## src/rtl/timer_and_interrupt_controller_unit_macros.svh

```systemverilog
// Assertion macros for the timer and interrupt controller
`ifndef TIMER_AND_INTERRUPT_CONTROLLER_UNIT_MACROS_SVH
`define TIMER_AND_INTERRUPT_CONTROLLER_UNIT_MACROS_SVH
`ifndef NO_ASSERTIONS
`define TIC_ASSERT_IMP(label, ante, cons) \
    label: assert property (@(posedge clk) disable iff (!rst_n) (ante) |-> (cons)) \
        else $error("tic: same-cycle check failed");
`define TIC_ASSERT_NXT(label, ante, cons) \
    label: assert property (@(posedge clk) disable iff (!rst_n) (ante) |=> (cons)) \
        else $error("tic: next-cycle check failed");
`else
`define TIC_ASSERT_IMP(label, ante, cons)
`define TIC_ASSERT_NXT(label, ante, cons)
`endif
`endif

```

## src/rtl/tic_pkg.sv

```systemverilog
// Shared constants, codes and controller types of the timer and interrupt controller
`timescale 1ns / 1ps
package tic_pkg;

    localparam int FuncW    = 2;
    localparam int ByteW    = 8;
    localparam int SelW     = 3;
    localparam int VecW     = 7;
    localparam int TotalW   = 9;
    localparam int PeriodW  = 11;
    localparam int PrescW   = 12;
    localparam int CfgIdxW  = 1;
    localparam int NumSrc   = 5;
    localparam int SrcIdxW  = 3;

    localparam logic [FuncW-1:0] FUNC_ADVANCE = 2'd0;
    localparam logic [FuncW-1:0] FUNC_WRITE   = 2'd1;
    localparam logic [FuncW-1:0] FUNC_READ    = 2'd2;
    localparam logic [FuncW-1:0] FUNC_RAISE   = 2'd3;

    localparam logic [SelW-1:0] SEL_DIVIDER = 3'd0;
    localparam logic [SelW-1:0] SEL_COUNT   = 3'd1;
    localparam logic [SelW-1:0] SEL_RELOAD  = 3'd2;
    localparam logic [SelW-1:0] SEL_FLAGS   = 3'd3;
    localparam logic [SelW-1:0] SEL_MASK    = 3'd4;

    localparam logic [CfgIdxW-1:0] CFG_TIMER_ENABLE = 1'b0;
    localparam logic [CfgIdxW-1:0] CFG_TIMER_PERIOD = 1'b1;

    localparam logic [ByteW-1:0]   HALT_CYCLES     = 8'd4;
    localparam logic [TotalW-1:0]  DISPATCH_CYCLES = 9'd20;
    localparam logic [VecW-1:0]    VEC_BASE        = 7'h40;
    localparam logic [PeriodW-1:0] PERIOD_RESET    = 11'd1024;
    localparam logic [ByteW-1:0]   COUNT_MAX       = 8'hff;
    localparam int                 TimerFlagBit    = 2;

    typedef enum logic [1:0] {
        ST_IDLE,
        ST_TICK,
        ST_FINISH
    } tic_state_t;

    typedef struct packed {
        logic accept;
        logic tick;
        logic finish;
    } tic_cmd_t;

    typedef struct packed {
        logic timed;
        logic presc_neg;
        logic out_free;
    } tic_status_t;

endpackage

```

## src/rtl/tic_req_if.sv

```systemverilog
// Request channel carrying one bus or time-advance request
`timescale 1ns / 1ps
interface tic_req_if;
    logic                          valid;
    logic                          ready;
    logic [tic_pkg::FuncW-1:0]     func;
    logic [tic_pkg::ByteW-1:0]     cycles;
    logic                          cpu_halted;
    logic                          master_enable;
    logic [tic_pkg::SelW-1:0]      reg_sel;
    logic [tic_pkg::ByteW-1:0]     wdata;
    logic                          request_line;

    modport source (
        output valid, func, cycles, cpu_halted, master_enable, reg_sel, wdata, request_line,
        input  ready
    );
    modport sink (
        input  valid, func, cycles, cpu_halted, master_enable, reg_sel, wdata, request_line,
        output ready
    );
endinterface

```

## src/rtl/tic_rsp_if.sv

```systemverilog
// Response channel carrying one result per request
`timescale 1ns / 1ps
interface tic_rsp_if;
    logic                          valid;
    logic                          ready;
    logic [tic_pkg::ByteW-1:0]     rdata;
    logic                          irq_taken;
    logic [tic_pkg::VecW-1:0]      vector;
    logic [tic_pkg::TotalW-1:0]    total_cycles;
    logic                          wake;

    modport source (
        output valid, rdata, irq_taken, vector, total_cycles, wake,
        input  ready
    );
    modport sink (
        input  valid, rdata, irq_taken, vector, total_cycles, wake,
        output ready
    );
endinterface

```

## src/rtl/tic_cfg_if.sv

```systemverilog
// Configuration write channel
`timescale 1ns / 1ps
interface tic_cfg_if;
    logic                          valid;
    logic                          ready;
    logic [tic_pkg::CfgIdxW-1:0]   index;
    logic [tic_pkg::PeriodW-1:0]   data;

    modport source (
        output valid, index, data,
        input  ready
    );
    modport sink (
        input  valid, index, data,
        output ready
    );
endinterface

```

## src/rtl/tic_dp.sv

```systemverilog
// Datapath: timer state, register file, reload step, dispatch and result register
`timescale 1ns / 1ps
module tic_dp (
    input  logic                          clk,
    input  logic                          rst_n,
    input  tic_pkg::tic_cmd_t             cmd,
    output tic_pkg::tic_status_t          status,
    input  logic [tic_pkg::FuncW-1:0]     func,
    input  logic [tic_pkg::ByteW-1:0]     cycles,
    input  logic                          cpu_halted,
    input  logic                          master_enable,
    input  logic [tic_pkg::SelW-1:0]      reg_sel,
    input  logic [tic_pkg::ByteW-1:0]     wdata,
    input  logic                          request_line,
    input  logic                          cfg_we,
    input  logic [tic_pkg::CfgIdxW-1:0]   cfg_index,
    input  logic [tic_pkg::PeriodW-1:0]   cfg_data,
    input  logic                          out_ready,
    output logic                          out_valid,
    output logic [tic_pkg::ByteW-1:0]     rdata,
    output logic                          irq_taken,
    output logic [tic_pkg::VecW-1:0]      vector,
    output logic [tic_pkg::TotalW-1:0]    total_cycles,
    output logic                          wake
);

    logic                                 enable_reg, enable_next;
    logic [tic_pkg::PeriodW-1:0]          period_reg, period_next;
    logic [tic_pkg::ByteW-1:0]            div_presc_reg, div_presc_next;
    logic [tic_pkg::ByteW-1:0]            divider_reg, divider_next;
    logic signed [tic_pkg::PrescW-1:0]    presc_reg, presc_next;
    logic [tic_pkg::ByteW-1:0]            count_reg, count_next;
    logic [tic_pkg::ByteW-1:0]            reload_reg, reload_next;
    logic [tic_pkg::ByteW-1:0]            flags_reg, flags_next;
    logic [tic_pkg::ByteW-1:0]            mask_reg, mask_next;

    logic [tic_pkg::FuncW-1:0]            item_func_reg, item_func_next;
    logic [tic_pkg::ByteW-1:0]            item_used_reg, item_used_next;
    logic                                 item_mie_reg, item_mie_next;
    logic [tic_pkg::ByteW-1:0]            item_rdata_reg, item_rdata_next;
    logic                                 item_wake_reg, item_wake_next;

    logic                                 out_valid_reg, out_valid_next;
    logic [tic_pkg::ByteW-1:0]            out_rdata_reg, out_rdata_next;
    logic                                 out_irq_reg, out_irq_next;
    logic [tic_pkg::VecW-1:0]             out_vec_reg, out_vec_next;
    logic [tic_pkg::TotalW-1:0]           out_total_reg, out_total_next;
    logic                                 out_wake_reg, out_wake_next;

    logic [tic_pkg::ByteW-1:0]            used_in;
    logic [tic_pkg::ByteW:0]              div_sum;
    logic [tic_pkg::PrescW-1:0]           period_eff;
    logic [tic_pkg::ByteW-1:0]            read_mux;
    logic [tic_pkg::NumSrc-1:0]           pend;
    logic                                 found;
    logic [tic_pkg::SrcIdxW-1:0]          src;
    logic                                 dispatch;

    assign used_in    = cpu_halted ? tic_pkg::HALT_CYCLES : cycles;
    assign div_sum    = {1'b0, div_presc_reg} + {1'b0, used_in};
    assign period_eff = (period_reg == '0) ? tic_pkg::PrescW'(1)
                                           : tic_pkg::PrescW'(period_reg);
    assign pend       = flags_reg[tic_pkg::NumSrc-1:0] & mask_reg[tic_pkg::NumSrc-1:0];
    assign dispatch   = (item_func_reg == tic_pkg::FUNC_ADVANCE) && item_mie_reg && found;

    always_comb
    begin
        found = 1'b0;
        src   = '0;
        for (int k = 0; k < tic_pkg::NumSrc; k++)
        begin
            if (!found && pend[k])
            begin
                found = 1'b1;
                src   = tic_pkg::SrcIdxW'(k);
            end
        end
    end

    always_comb
    begin
        unique case (reg_sel)
            tic_pkg::SEL_DIVIDER: read_mux = divider_reg;
            tic_pkg::SEL_COUNT:   read_mux = count_reg;
            tic_pkg::SEL_RELOAD:  read_mux = reload_reg;
            tic_pkg::SEL_FLAGS:   read_mux = flags_reg;
            tic_pkg::SEL_MASK:    read_mux = mask_reg;
            default:              read_mux = '0;
        endcase
    end

    assign status.timed     = (func == tic_pkg::FUNC_ADVANCE) && enable_reg;
    assign status.presc_neg = presc_reg[tic_pkg::PrescW-1];
    assign status.out_free  = !out_valid_reg || out_ready;

    always_comb
    begin
        enable_next     = enable_reg;
        period_next     = period_reg;
        div_presc_next  = div_presc_reg;
        divider_next    = divider_reg;
        presc_next      = presc_reg;
        count_next      = count_reg;
        reload_next     = reload_reg;
        flags_next      = flags_reg;
        mask_next       = mask_reg;
        item_func_next  = item_func_reg;
        item_used_next  = item_used_reg;
        item_mie_next   = item_mie_reg;
        item_rdata_next = item_rdata_reg;
        item_wake_next  = item_wake_reg;
        out_valid_next  = out_valid_reg && !out_ready;
        out_rdata_next  = out_rdata_reg;
        out_irq_next    = out_irq_reg;
        out_vec_next    = out_vec_reg;
        out_total_next  = out_total_reg;
        out_wake_next   = out_wake_reg;

        if (cfg_we)
        begin
            unique case (cfg_index)
                tic_pkg::CFG_TIMER_ENABLE: enable_next = cfg_data[0];
                tic_pkg::CFG_TIMER_PERIOD: period_next = cfg_data;
                default:                   period_next = period_reg;
            endcase
        end

        if (cmd.accept)
        begin
            item_func_next  = func;
            item_used_next  = used_in;
            item_mie_next   = master_enable;
            item_rdata_next = (func == tic_pkg::FUNC_READ) ? read_mux : '0;
            item_wake_next  = 1'b0;
            unique case (func)
                tic_pkg::FUNC_WRITE:
                begin
                    unique case (reg_sel)
                        tic_pkg::SEL_DIVIDER: divider_next = wdata;
                        tic_pkg::SEL_COUNT:   count_next   = wdata;
                        tic_pkg::SEL_RELOAD:  reload_next  = wdata;
                        tic_pkg::SEL_FLAGS:   flags_next   = wdata;
                        tic_pkg::SEL_MASK:    mask_next    = wdata;
                        default:              mask_next    = mask_reg;
                    endcase
                end
                tic_pkg::FUNC_RAISE:
                begin
                    flags_next = flags_reg | (request_line ? 8'h02 : 8'h01);
                end
                tic_pkg::FUNC_ADVANCE:
                begin
                    div_presc_next = div_sum[tic_pkg::ByteW-1:0];
                    if (div_sum[tic_pkg::ByteW])
                    begin
                        divider_next = divider_reg + 8'd1;
                    end
                    if (enable_reg)
                    begin
                        presc_next = presc_reg - $signed(tic_pkg::PrescW'(used_in));
                    end
                end
                default:
                begin
                    item_wake_next = 1'b0;
                end
            endcase
        end

        if (cmd.tick)
        begin
            presc_next = presc_reg + $signed(period_eff);
            if (count_reg == tic_pkg::COUNT_MAX)
            begin
                count_next                        = reload_reg;
                flags_next[tic_pkg::TimerFlagBit] = 1'b1;
                item_wake_next                    = 1'b1;
            end
            else
            begin
                count_next = count_reg + 8'd1;
            end
        end

        if (cmd.finish)
        begin
            out_valid_next = 1'b1;
            out_rdata_next = item_rdata_reg;
            out_irq_next   = dispatch;
            out_vec_next   = dispatch ? tic_pkg::VEC_BASE + tic_pkg::VecW'({src, 3'b000}) : '0;
            out_wake_next  = item_wake_reg || dispatch;
            if (item_func_reg == tic_pkg::FUNC_ADVANCE)
            begin
                out_total_next = tic_pkg::TotalW'(item_used_reg)
                               + (dispatch ? tic_pkg::DISPATCH_CYCLES : '0);
            end
            else
            begin
                out_total_next = '0;
            end
            if (dispatch)
            begin
                flags_next[src] = 1'b0;
            end
        end
    end

    always_ff @(posedge clk or negedge rst_n)
    begin
        if (!rst_n)
        begin
            enable_reg    <= 1'b0;
            period_reg    <= tic_pkg::PERIOD_RESET;
            div_presc_reg <= '0;
            divider_reg   <= '0;
            presc_reg     <= '0;
            count_reg     <= '0;
            reload_reg    <= '0;
            flags_reg     <= '0;
            mask_reg      <= '0;
            out_valid_reg <= 1'b0;
        end
        else
        begin
            enable_reg    <= enable_next;
            period_reg    <= period_next;
            div_presc_reg <= div_presc_next;
            divider_reg   <= divider_next;
            presc_reg     <= presc_next;
            count_reg     <= count_next;
            reload_reg    <= reload_next;
            flags_reg     <= flags_next;
            mask_reg      <= mask_next;
            out_valid_reg <= out_valid_next;
        end
    end

    always_ff @(posedge clk)
    begin
        item_func_reg  <= item_func_next;
        item_used_reg  <= item_used_next;
        item_mie_reg   <= item_mie_next;
        item_rdata_reg <= item_rdata_next;
        item_wake_reg  <= item_wake_next;
        out_rdata_reg  <= out_rdata_next;
        out_irq_reg    <= out_irq_next;
        out_vec_reg    <= out_vec_next;
        out_total_reg  <= out_total_next;
        out_wake_reg   <= out_wake_next;
    end

    assign out_valid    = out_valid_reg;
    assign rdata        = out_rdata_reg;
    assign irq_taken    = out_irq_reg;
    assign vector       = out_vec_reg;
    assign total_cycles = out_total_reg;
    assign wake         = out_wake_reg;

endmodule

```

## src/rtl/tic_ctrl.sv

```systemverilog
// Controller state machine sequencing accept, reload steps and result write
`timescale 1ns / 1ps
module tic_ctrl (
    input  logic                  clk,
    input  logic                  rst_n,
    input  logic                  in_valid,
    output logic                  in_ready,
    input  tic_pkg::tic_status_t  status,
    output tic_pkg::tic_cmd_t     cmd
);

    tic_pkg::tic_state_t state_reg, state_next;

    always_comb
    begin
        state_next = state_reg;
        unique case (state_reg)
            tic_pkg::ST_IDLE:
            begin
                if (in_valid)
                begin
                    state_next = status.timed ? tic_pkg::ST_TICK : tic_pkg::ST_FINISH;
                end
            end
            tic_pkg::ST_TICK:
            begin
                if (!status.presc_neg)
                begin
                    state_next = tic_pkg::ST_FINISH;
                end
            end
            tic_pkg::ST_FINISH:
            begin
                if (status.out_free)
                begin
                    state_next = tic_pkg::ST_IDLE;
                end
            end
            default:
            begin
                state_next = tic_pkg::ST_IDLE;
            end
        endcase
    end

    always_comb
    begin
        in_ready   = 1'b0;
        cmd        = '0;
        unique case (state_reg)
            tic_pkg::ST_IDLE:
            begin
                in_ready   = 1'b1;
                cmd.accept = in_valid;
            end
            tic_pkg::ST_TICK:
            begin
                cmd.tick = status.presc_neg;
            end
            tic_pkg::ST_FINISH:
            begin
                cmd.finish = status.out_free;
            end
            default:
            begin
                in_ready = 1'b0;
            end
        endcase
    end

    always_ff @(posedge clk or negedge rst_n)
    begin
        if (!rst_n)
        begin
            state_reg <= tic_pkg::ST_IDLE;
        end
        else
        begin
            state_reg <= state_next;
        end
    end

endmodule

```

## src/rtl/timer_and_interrupt_controller_unit.sv

```systemverilog
// Top level of the timer and interrupt controller
//
// Requests arrive on req (valid/ready): time advance, register write, register read or
// request raise. Each request gives exactly one result on rsp (valid/ready), in order.
// Configuration (timer enable, timer period) is written on cfg, always ready; write it
// only while no request is in flight.
// A non-timed request goes from accept straight to the result write into the output
// register, which waits for that register to be free. A time advance with the timer
// enabled runs n prescaler reloads between accept and result write: one shared add per
// cycle in the reload step, so n runs from 0 up to 255 for a period of 1. A new request
// is accepted once the previous result is in the output register, not while one is worked.
// When rsp stalls, the result holds in the output register; the next request is still
// accepted and worked, and waits in its final step until the output register frees.
// Reset clears all timer state, flags and mask, disables the timer and sets the period
// to 1024; no result is pending after reset.
`timescale 1ns / 1ps
`include "timer_and_interrupt_controller_unit_macros.svh"
module timer_and_interrupt_controller_unit (
    input  logic    clk,
    input  logic    rst_n,
    tic_req_if.sink req,
    tic_rsp_if.source rsp,
    tic_cfg_if.sink cfg
);

    tic_pkg::tic_cmd_t    cmd;
    tic_pkg::tic_status_t status;
    logic                 in_ready;

    assign req.ready = in_ready;
    assign cfg.ready = 1'b1;

    tic_ctrl u_ctrl (
        .clk      (clk),
        .rst_n    (rst_n),
        .in_valid (req.valid),
        .in_ready (in_ready),
        .status   (status),
        .cmd      (cmd)
    );

    tic_dp u_dp (
        .clk           (clk),
        .rst_n         (rst_n),
        .cmd           (cmd),
        .status        (status),
        .func          (req.func),
        .cycles        (req.cycles),
        .cpu_halted    (req.cpu_halted),
        .master_enable (req.master_enable),
        .reg_sel       (req.reg_sel),
        .wdata         (req.wdata),
        .request_line  (req.request_line),
        .cfg_we        (cfg.valid),
        .cfg_index     (cfg.index),
        .cfg_data      (cfg.data),
        .out_ready     (rsp.ready),
        .out_valid     (rsp.valid),
        .rdata         (rsp.rdata),
        .irq_taken     (rsp.irq_taken),
        .vector        (rsp.vector),
        .total_cycles  (rsp.total_cycles),
        .wake          (rsp.wake)
    );

    `TIC_ASSERT_NXT(a_busy_after_accept, req.valid && in_ready, !in_ready)
    `TIC_ASSERT_IMP(a_irq_wakes, rsp.valid && rsp.irq_taken, rsp.wake && rsp.vector != '0)
    `TIC_ASSERT_IMP(a_no_irq_no_vec, rsp.valid && !rsp.irq_taken, rsp.vector == '0)
    `TIC_ASSERT_IMP(a_read_quiet, rsp.valid && rsp.rdata != '0,
        rsp.total_cycles == '0 && !rsp.wake)

endmodule

```

## src/flat_wrapper.sv

```systemverilog
// flat-port wrapper written by rule: the top's interface ports become plain ports
module timer_and_interrupt_controller_unit_flat 
  (clk, rst_n, req_valid, req_func, req_cycles, req_cpu_halted, req_master_enable, req_reg_sel, req_wdata, req_request_line, req_ready, rsp_valid, rsp_rdata, rsp_irq_taken, rsp_vector, rsp_total_cycles, rsp_wake, rsp_ready, cfg_valid, cfg_index, cfg_data, cfg_ready);
  tic_req_if req_i ();
  tic_rsp_if rsp_i ();
  tic_cfg_if cfg_i ();
  input  logic clk;
  input  logic rst_n;
  input wire logic [$bits(req_i.valid)-1:0] req_valid;
  input wire logic [$bits(req_i.func)-1:0] req_func;
  input wire logic [$bits(req_i.cycles)-1:0] req_cycles;
  input wire logic [$bits(req_i.cpu_halted)-1:0] req_cpu_halted;
  input wire logic [$bits(req_i.master_enable)-1:0] req_master_enable;
  input wire logic [$bits(req_i.reg_sel)-1:0] req_reg_sel;
  input wire logic [$bits(req_i.wdata)-1:0] req_wdata;
  input wire logic [$bits(req_i.request_line)-1:0] req_request_line;
  output wire logic [$bits(req_i.ready)-1:0] req_ready;
  output wire logic [$bits(rsp_i.valid)-1:0] rsp_valid;
  output wire logic [$bits(rsp_i.rdata)-1:0] rsp_rdata;
  output wire logic [$bits(rsp_i.irq_taken)-1:0] rsp_irq_taken;
  output wire logic [$bits(rsp_i.vector)-1:0] rsp_vector;
  output wire logic [$bits(rsp_i.total_cycles)-1:0] rsp_total_cycles;
  output wire logic [$bits(rsp_i.wake)-1:0] rsp_wake;
  input wire logic [$bits(rsp_i.ready)-1:0] rsp_ready;
  input wire logic [$bits(cfg_i.valid)-1:0] cfg_valid;
  input wire logic [$bits(cfg_i.index)-1:0] cfg_index;
  input wire logic [$bits(cfg_i.data)-1:0] cfg_data;
  output wire logic [$bits(cfg_i.ready)-1:0] cfg_ready;
  assign req_i.valid = req_valid;
  assign req_i.func = req_func;
  assign req_i.cycles = req_cycles;
  assign req_i.cpu_halted = req_cpu_halted;
  assign req_i.master_enable = req_master_enable;
  assign req_i.reg_sel = req_reg_sel;
  assign req_i.wdata = req_wdata;
  assign req_i.request_line = req_request_line;
  assign req_ready = req_i.ready;
  assign rsp_valid = rsp_i.valid;
  assign rsp_rdata = rsp_i.rdata;
  assign rsp_irq_taken = rsp_i.irq_taken;
  assign rsp_vector = rsp_i.vector;
  assign rsp_total_cycles = rsp_i.total_cycles;
  assign rsp_wake = rsp_i.wake;
  assign rsp_i.ready = rsp_ready;
  assign cfg_i.valid = cfg_valid;
  assign cfg_i.index = cfg_index;
  assign cfg_i.data = cfg_data;
  assign cfg_ready = cfg_i.ready;
  timer_and_interrupt_controller_unit u_core (.clk(clk), .rst_n(rst_n), .req(req_i), .rsp(rsp_i), .cfg(cfg_i));
endmodule
```

## config.mk

```make
export PLATFORM = sky130hd
export DESIGN_NAME = timer_and_interrupt_controller_unit_flat
export DESIGN_NICKNAME = d
export VERILOG_FILES = /design/src/rtl/tic_pkg.sv /design/src/rtl/tic_req_if.sv /design/src/rtl/tic_rsp_if.sv /design/src/rtl/tic_cfg_if.sv /design/src/rtl/tic_dp.sv /design/src/rtl/tic_ctrl.sv /design/src/rtl/timer_and_interrupt_controller_unit.sv /design/src/flat_wrapper.sv
export VERILOG_INCLUDE_DIRS = /design/src /design/src/rtl
export SDC_FILE = /design/constraint.sdc
export NUM_CORES = 1
export LEC_CHECK = 0
export BUFFER_PORTS_ARGS = -buffer_cell sky130_fd_sc_hd__buf_2
export CORE_ASPECT_RATIO = 2
export CORE_MARGIN = 2
export CORE_UTILIZATION = 53
export CTS_CLUSTER_DIAMETER = 120
export CTS_CLUSTER_SIZE = 16
export DETAILED_ROUTE_END_ITERATION = 6
export GPL_ROUTABILITY_DRIVEN = 0
export HOLD_SLACK_MARGIN = 0.06
export PLACE_DENSITY = 0.76
export RECOVER_POWER = 25
export SYNTH_ARGS = -nofsm -noshare
export SYNTH_HDL_FRONTEND = slang
export SYNTH_SLANG_ARGS = --single-unit
```

## constraint.sdc

```tcl
create_clock -name clk -period 2.8 [get_ports clk]
set_input_delay 0.56 -clock clk [delete_from_list [all_inputs] [get_ports clk]]
set_output_delay 0.56 -clock clk [all_outputs]
set_load 0.03 [all_outputs]
```

==> flow_metrics.tcl <==
set metrics [dict create \
    synthDistinctLibCells 64 \
    dominantRegCellSynth "dfrtp_1" \
    switching_share_pct 36.8 \
    initial_utilization_pct 54.3 \
    postSynthRegisterBits 118 \
    synth_enable_flop_cells 42 \
    most_frequent_cells_in_the_layout "dfrtp_1 (74), buf_2 (60), nand2_1 (58)" \
    place_worst_setup_slack_ns -0.577 \
    worst_ir_drop_vdd_uv 597 \
    worstSetupPathType "in -> reg" \
    initial_drt_markers 376 \
    fp.dieArea_um2 12900 \
    yosysSeqAreaShare_pct 49.7 \
    core_area_um2 11700 \
    internal_power_uw 5110 \
    comb_power_share_pct 37.4 \
    post_route_cells_drive_above_1_share_pct 32.8 \
    pin_slew_with_the_least_headroom_to_its_limit_ns 1.54 \
    clkPwrFrac_pct 27.0 \
    report.final.hold_viol_count 0 \
    setup_viol 3 \
    cp_data_arrival_time_ns 3.21 \
    detailedPlacementHpwl_um 12400 \
    worst_setup_hold_path_clk_slew_ns 0.06 \
    clockRootBuffer "clkbuf_16" \
    grt_usage_pct 28.2 \
    tritoncts_num_sinks 118 \
    status "finished, violations left" \
    crit_path_max_fanout 4 \
    p_leak_uw 0.00348 \
    drt_pre_antenna_iters 7 \
    io_pins 70 \
    postRouteAntennaNets 0 \
    nNetsFinal 792 \
    setup_repair_after_global_routing_missed_its_margin "true" \
    drc 0 \
    rows 56 \
    critical_path_required_ns 3.13 \
    area_growth_syn_to_layout_pct 26.7 \
    asyncSetResetFlopFracSynth_pct 63.6 \
    h-tree-depth 4 \
    p_seq_share_pct 35.6 \
    p_sw_uw 2980 \
    timing.final.max_slew_violations 29 \
    drt-wirelength-per-cell_um 19.8 \
    ys_warn_count 0 \
    floorplan.die.height_um 159 \
    max_freq_mhz 348 \
    n_antenna_cell 0 \
    clock-skew-final_ns 0.00913 \
    tritoncts "done" \
    number_of_clock_buffers_inserted_by_tritoncts 17 \
    via_count_of_the_first_global_routing_pass 5596 \
    r2r_start "u_core.u_ctrl.state_reg[1]" \
    finalPower_uw 8100 \
    cp-startpoint "req_cycles[4]" \
    hold_path.startpoint "req_master_enable" \
    largest_register_ffs 12 \
    vias 5402 \
    synth_cells 602 \
    port_buffers 65 \
    violations "capacitance limit, slew limit, setup timing" \
    setup_ws_ns -0.0758 \
    fp.dieW_um 81.4 \
    worstSetupEndpointType "flop" \
    final_worst_path_period_share_pct 103 \
    pwr_dens_nw_per_um2 1010 \
    globalRouteOverflowTotal 0 \
    grt_first_pass_wirelength_um 27500 \
    clk_latency_ns 0.42 \
    syn_area_um2 6350 \
    slew-limit-headroom_pct -2.47 \
    worstSetupStartpointType "input port" \
    layout_commonest_cell "dfrtp_1" \
    vias_per_cell 6.12 \
    pin_count_of_the_biggest_net_entering_global_routing 29 \
    synth_area_per_cell_um2 10.6 \
    finalWirelength_um 17500 \
    drv.max_cap_violation_count 1 \
    number_of_antenna_violations_at_the_first_check_in_global_routing 0 \
    post_layout_util_pct 68.8 \
    totalNegativeSetupSlack_ns -0.145 \
    holdWs_ns 0.315 \
    cts-root-to-sink-buffers 2 \
    timing.final.crit_period_ns 2.88 \
    timing.hold.worst.class "in -> reg" \
]
[synth_stat cells (4+ instances only)]
cell type  number  area, um^2
nor2b_1         9        56.3
xor2_1         10        87.6
clkbuf_1       18        67.6
a21oi_1        38         190
dfrtp_1        74        1850
buf_4           6        45.0
inv_1          17        63.8
o211ai_1        5        37.5
nand3_1        14        70.1
ha_1           25         313
o22a_1          8        70.1
a21o_1          8        60.1
nor3_1         11        55.1
mux2_2         38         428
and3_1         11        68.8
edfxtp_1       42        1260
o21ai_0        41         205
nand2_1        58         218
nor2_1         45         169
mux2i_1        10         100
o22ai_1         4        25.0
a31oi_1         8        50.1
and2_1          6        37.5
a22oi_1        17         128
o21bai_1        5        37.5
xnor2_1        13         114
[worst max-delay path, cell delays in order]
cell and delay [ns]:
buf_6 0.09, or3_4 0.41, or4_4 0.45, xnor2_1 0.20, a21oi_1 0.10, ha_1 0.24
a21oi_4 0.18, o21ai_2 0.09, a21o_1 0.18, a221oi_2 0.29, mux2i_1 0.26, xnor2_1 0.15
[layer usage]
layer / track usage [%] / wire (um) / up-vias
met4: 19.3 / 1100 / 0
met1: 27.0 / 5840 / 2638
met2: 51.0 / 9800 / 240
met3: 5.28 / 749 / 75
li1: - / - / 2449
met5: 0 / 0 / -
[worst paths after layout]
check | endpoint | slack [ns] | depth (start not counted)
worst min-delay path | u_core.u_dp.item_mie_reg | 0.32 | 1
worst max register to register | u_core.u_dp.presc_reg[11] | -0.07 | 13
max in group asynchronous | u_core.u_dp.div_presc_reg[4] | 0.94 | 2
worst max-delay path | u_core.u_dp.presc_reg[11] | -0.08 | 12
worst min register to register | u_core.u_dp.rdata[1] | 0.42 | 0
min in group asynchronous | u_core.u_dp.divider_reg[6] | 0.51 | 1
[power by group through the flow]
stage          clock network (uW)  logic, uW  registers (uW)
2_1_floorplan                   0       1630            2990
3_3_place_gp                    0       2630            2840
3_5_place_dp                    0       2760            2860
4_1_cts                      2200       2860            2850
5_1_grt                      2280       3300            2940
6_report                     2180       3030            2890
[per-stage QoR]
| step | area [um^2] | cells |
|---|---|---|
| after floorplan | 6440 | 604 |
| after global placement | 7250 | 847 |
| after detailed placement | 7250 | 847 |
| after CTS | 7900 | 879 |
| after global routing | 8050 | 883 |
| final | 8050 | 883 |
[kinds of logic after synthesis]
kind of cell	share of synthesized area [%]
muxes	8.31
and+or+nand+nor	13.5
xor gates and xnor gates	3.17
adders and majority gates	5.39
other	0.118
buffers and inverters	3.37
DFF	49.7
AOI/OAI and AO/OA	16.4
[layout make-up]
class                           count  area (um^2)
Fill cell                         874         3650
Multi-Input combinational cell    440         3240
Sequential cell                   118         3160
Timing Repair Buffer              131          808
Clock buffer                       17          425
Tap cell                          145          181
Clock inverter                     15          168
Inverter                           17         63.8
[repair_timing]
item                       CTS  global route
resized for setup           11            33
setup endpoints to repair    5             6
cloned                       0             0
pin swaps                   14            22
setup buffers                0             4
hold buffers                 0             0
No activity file was read; power rests on OpenSTA's default activity.
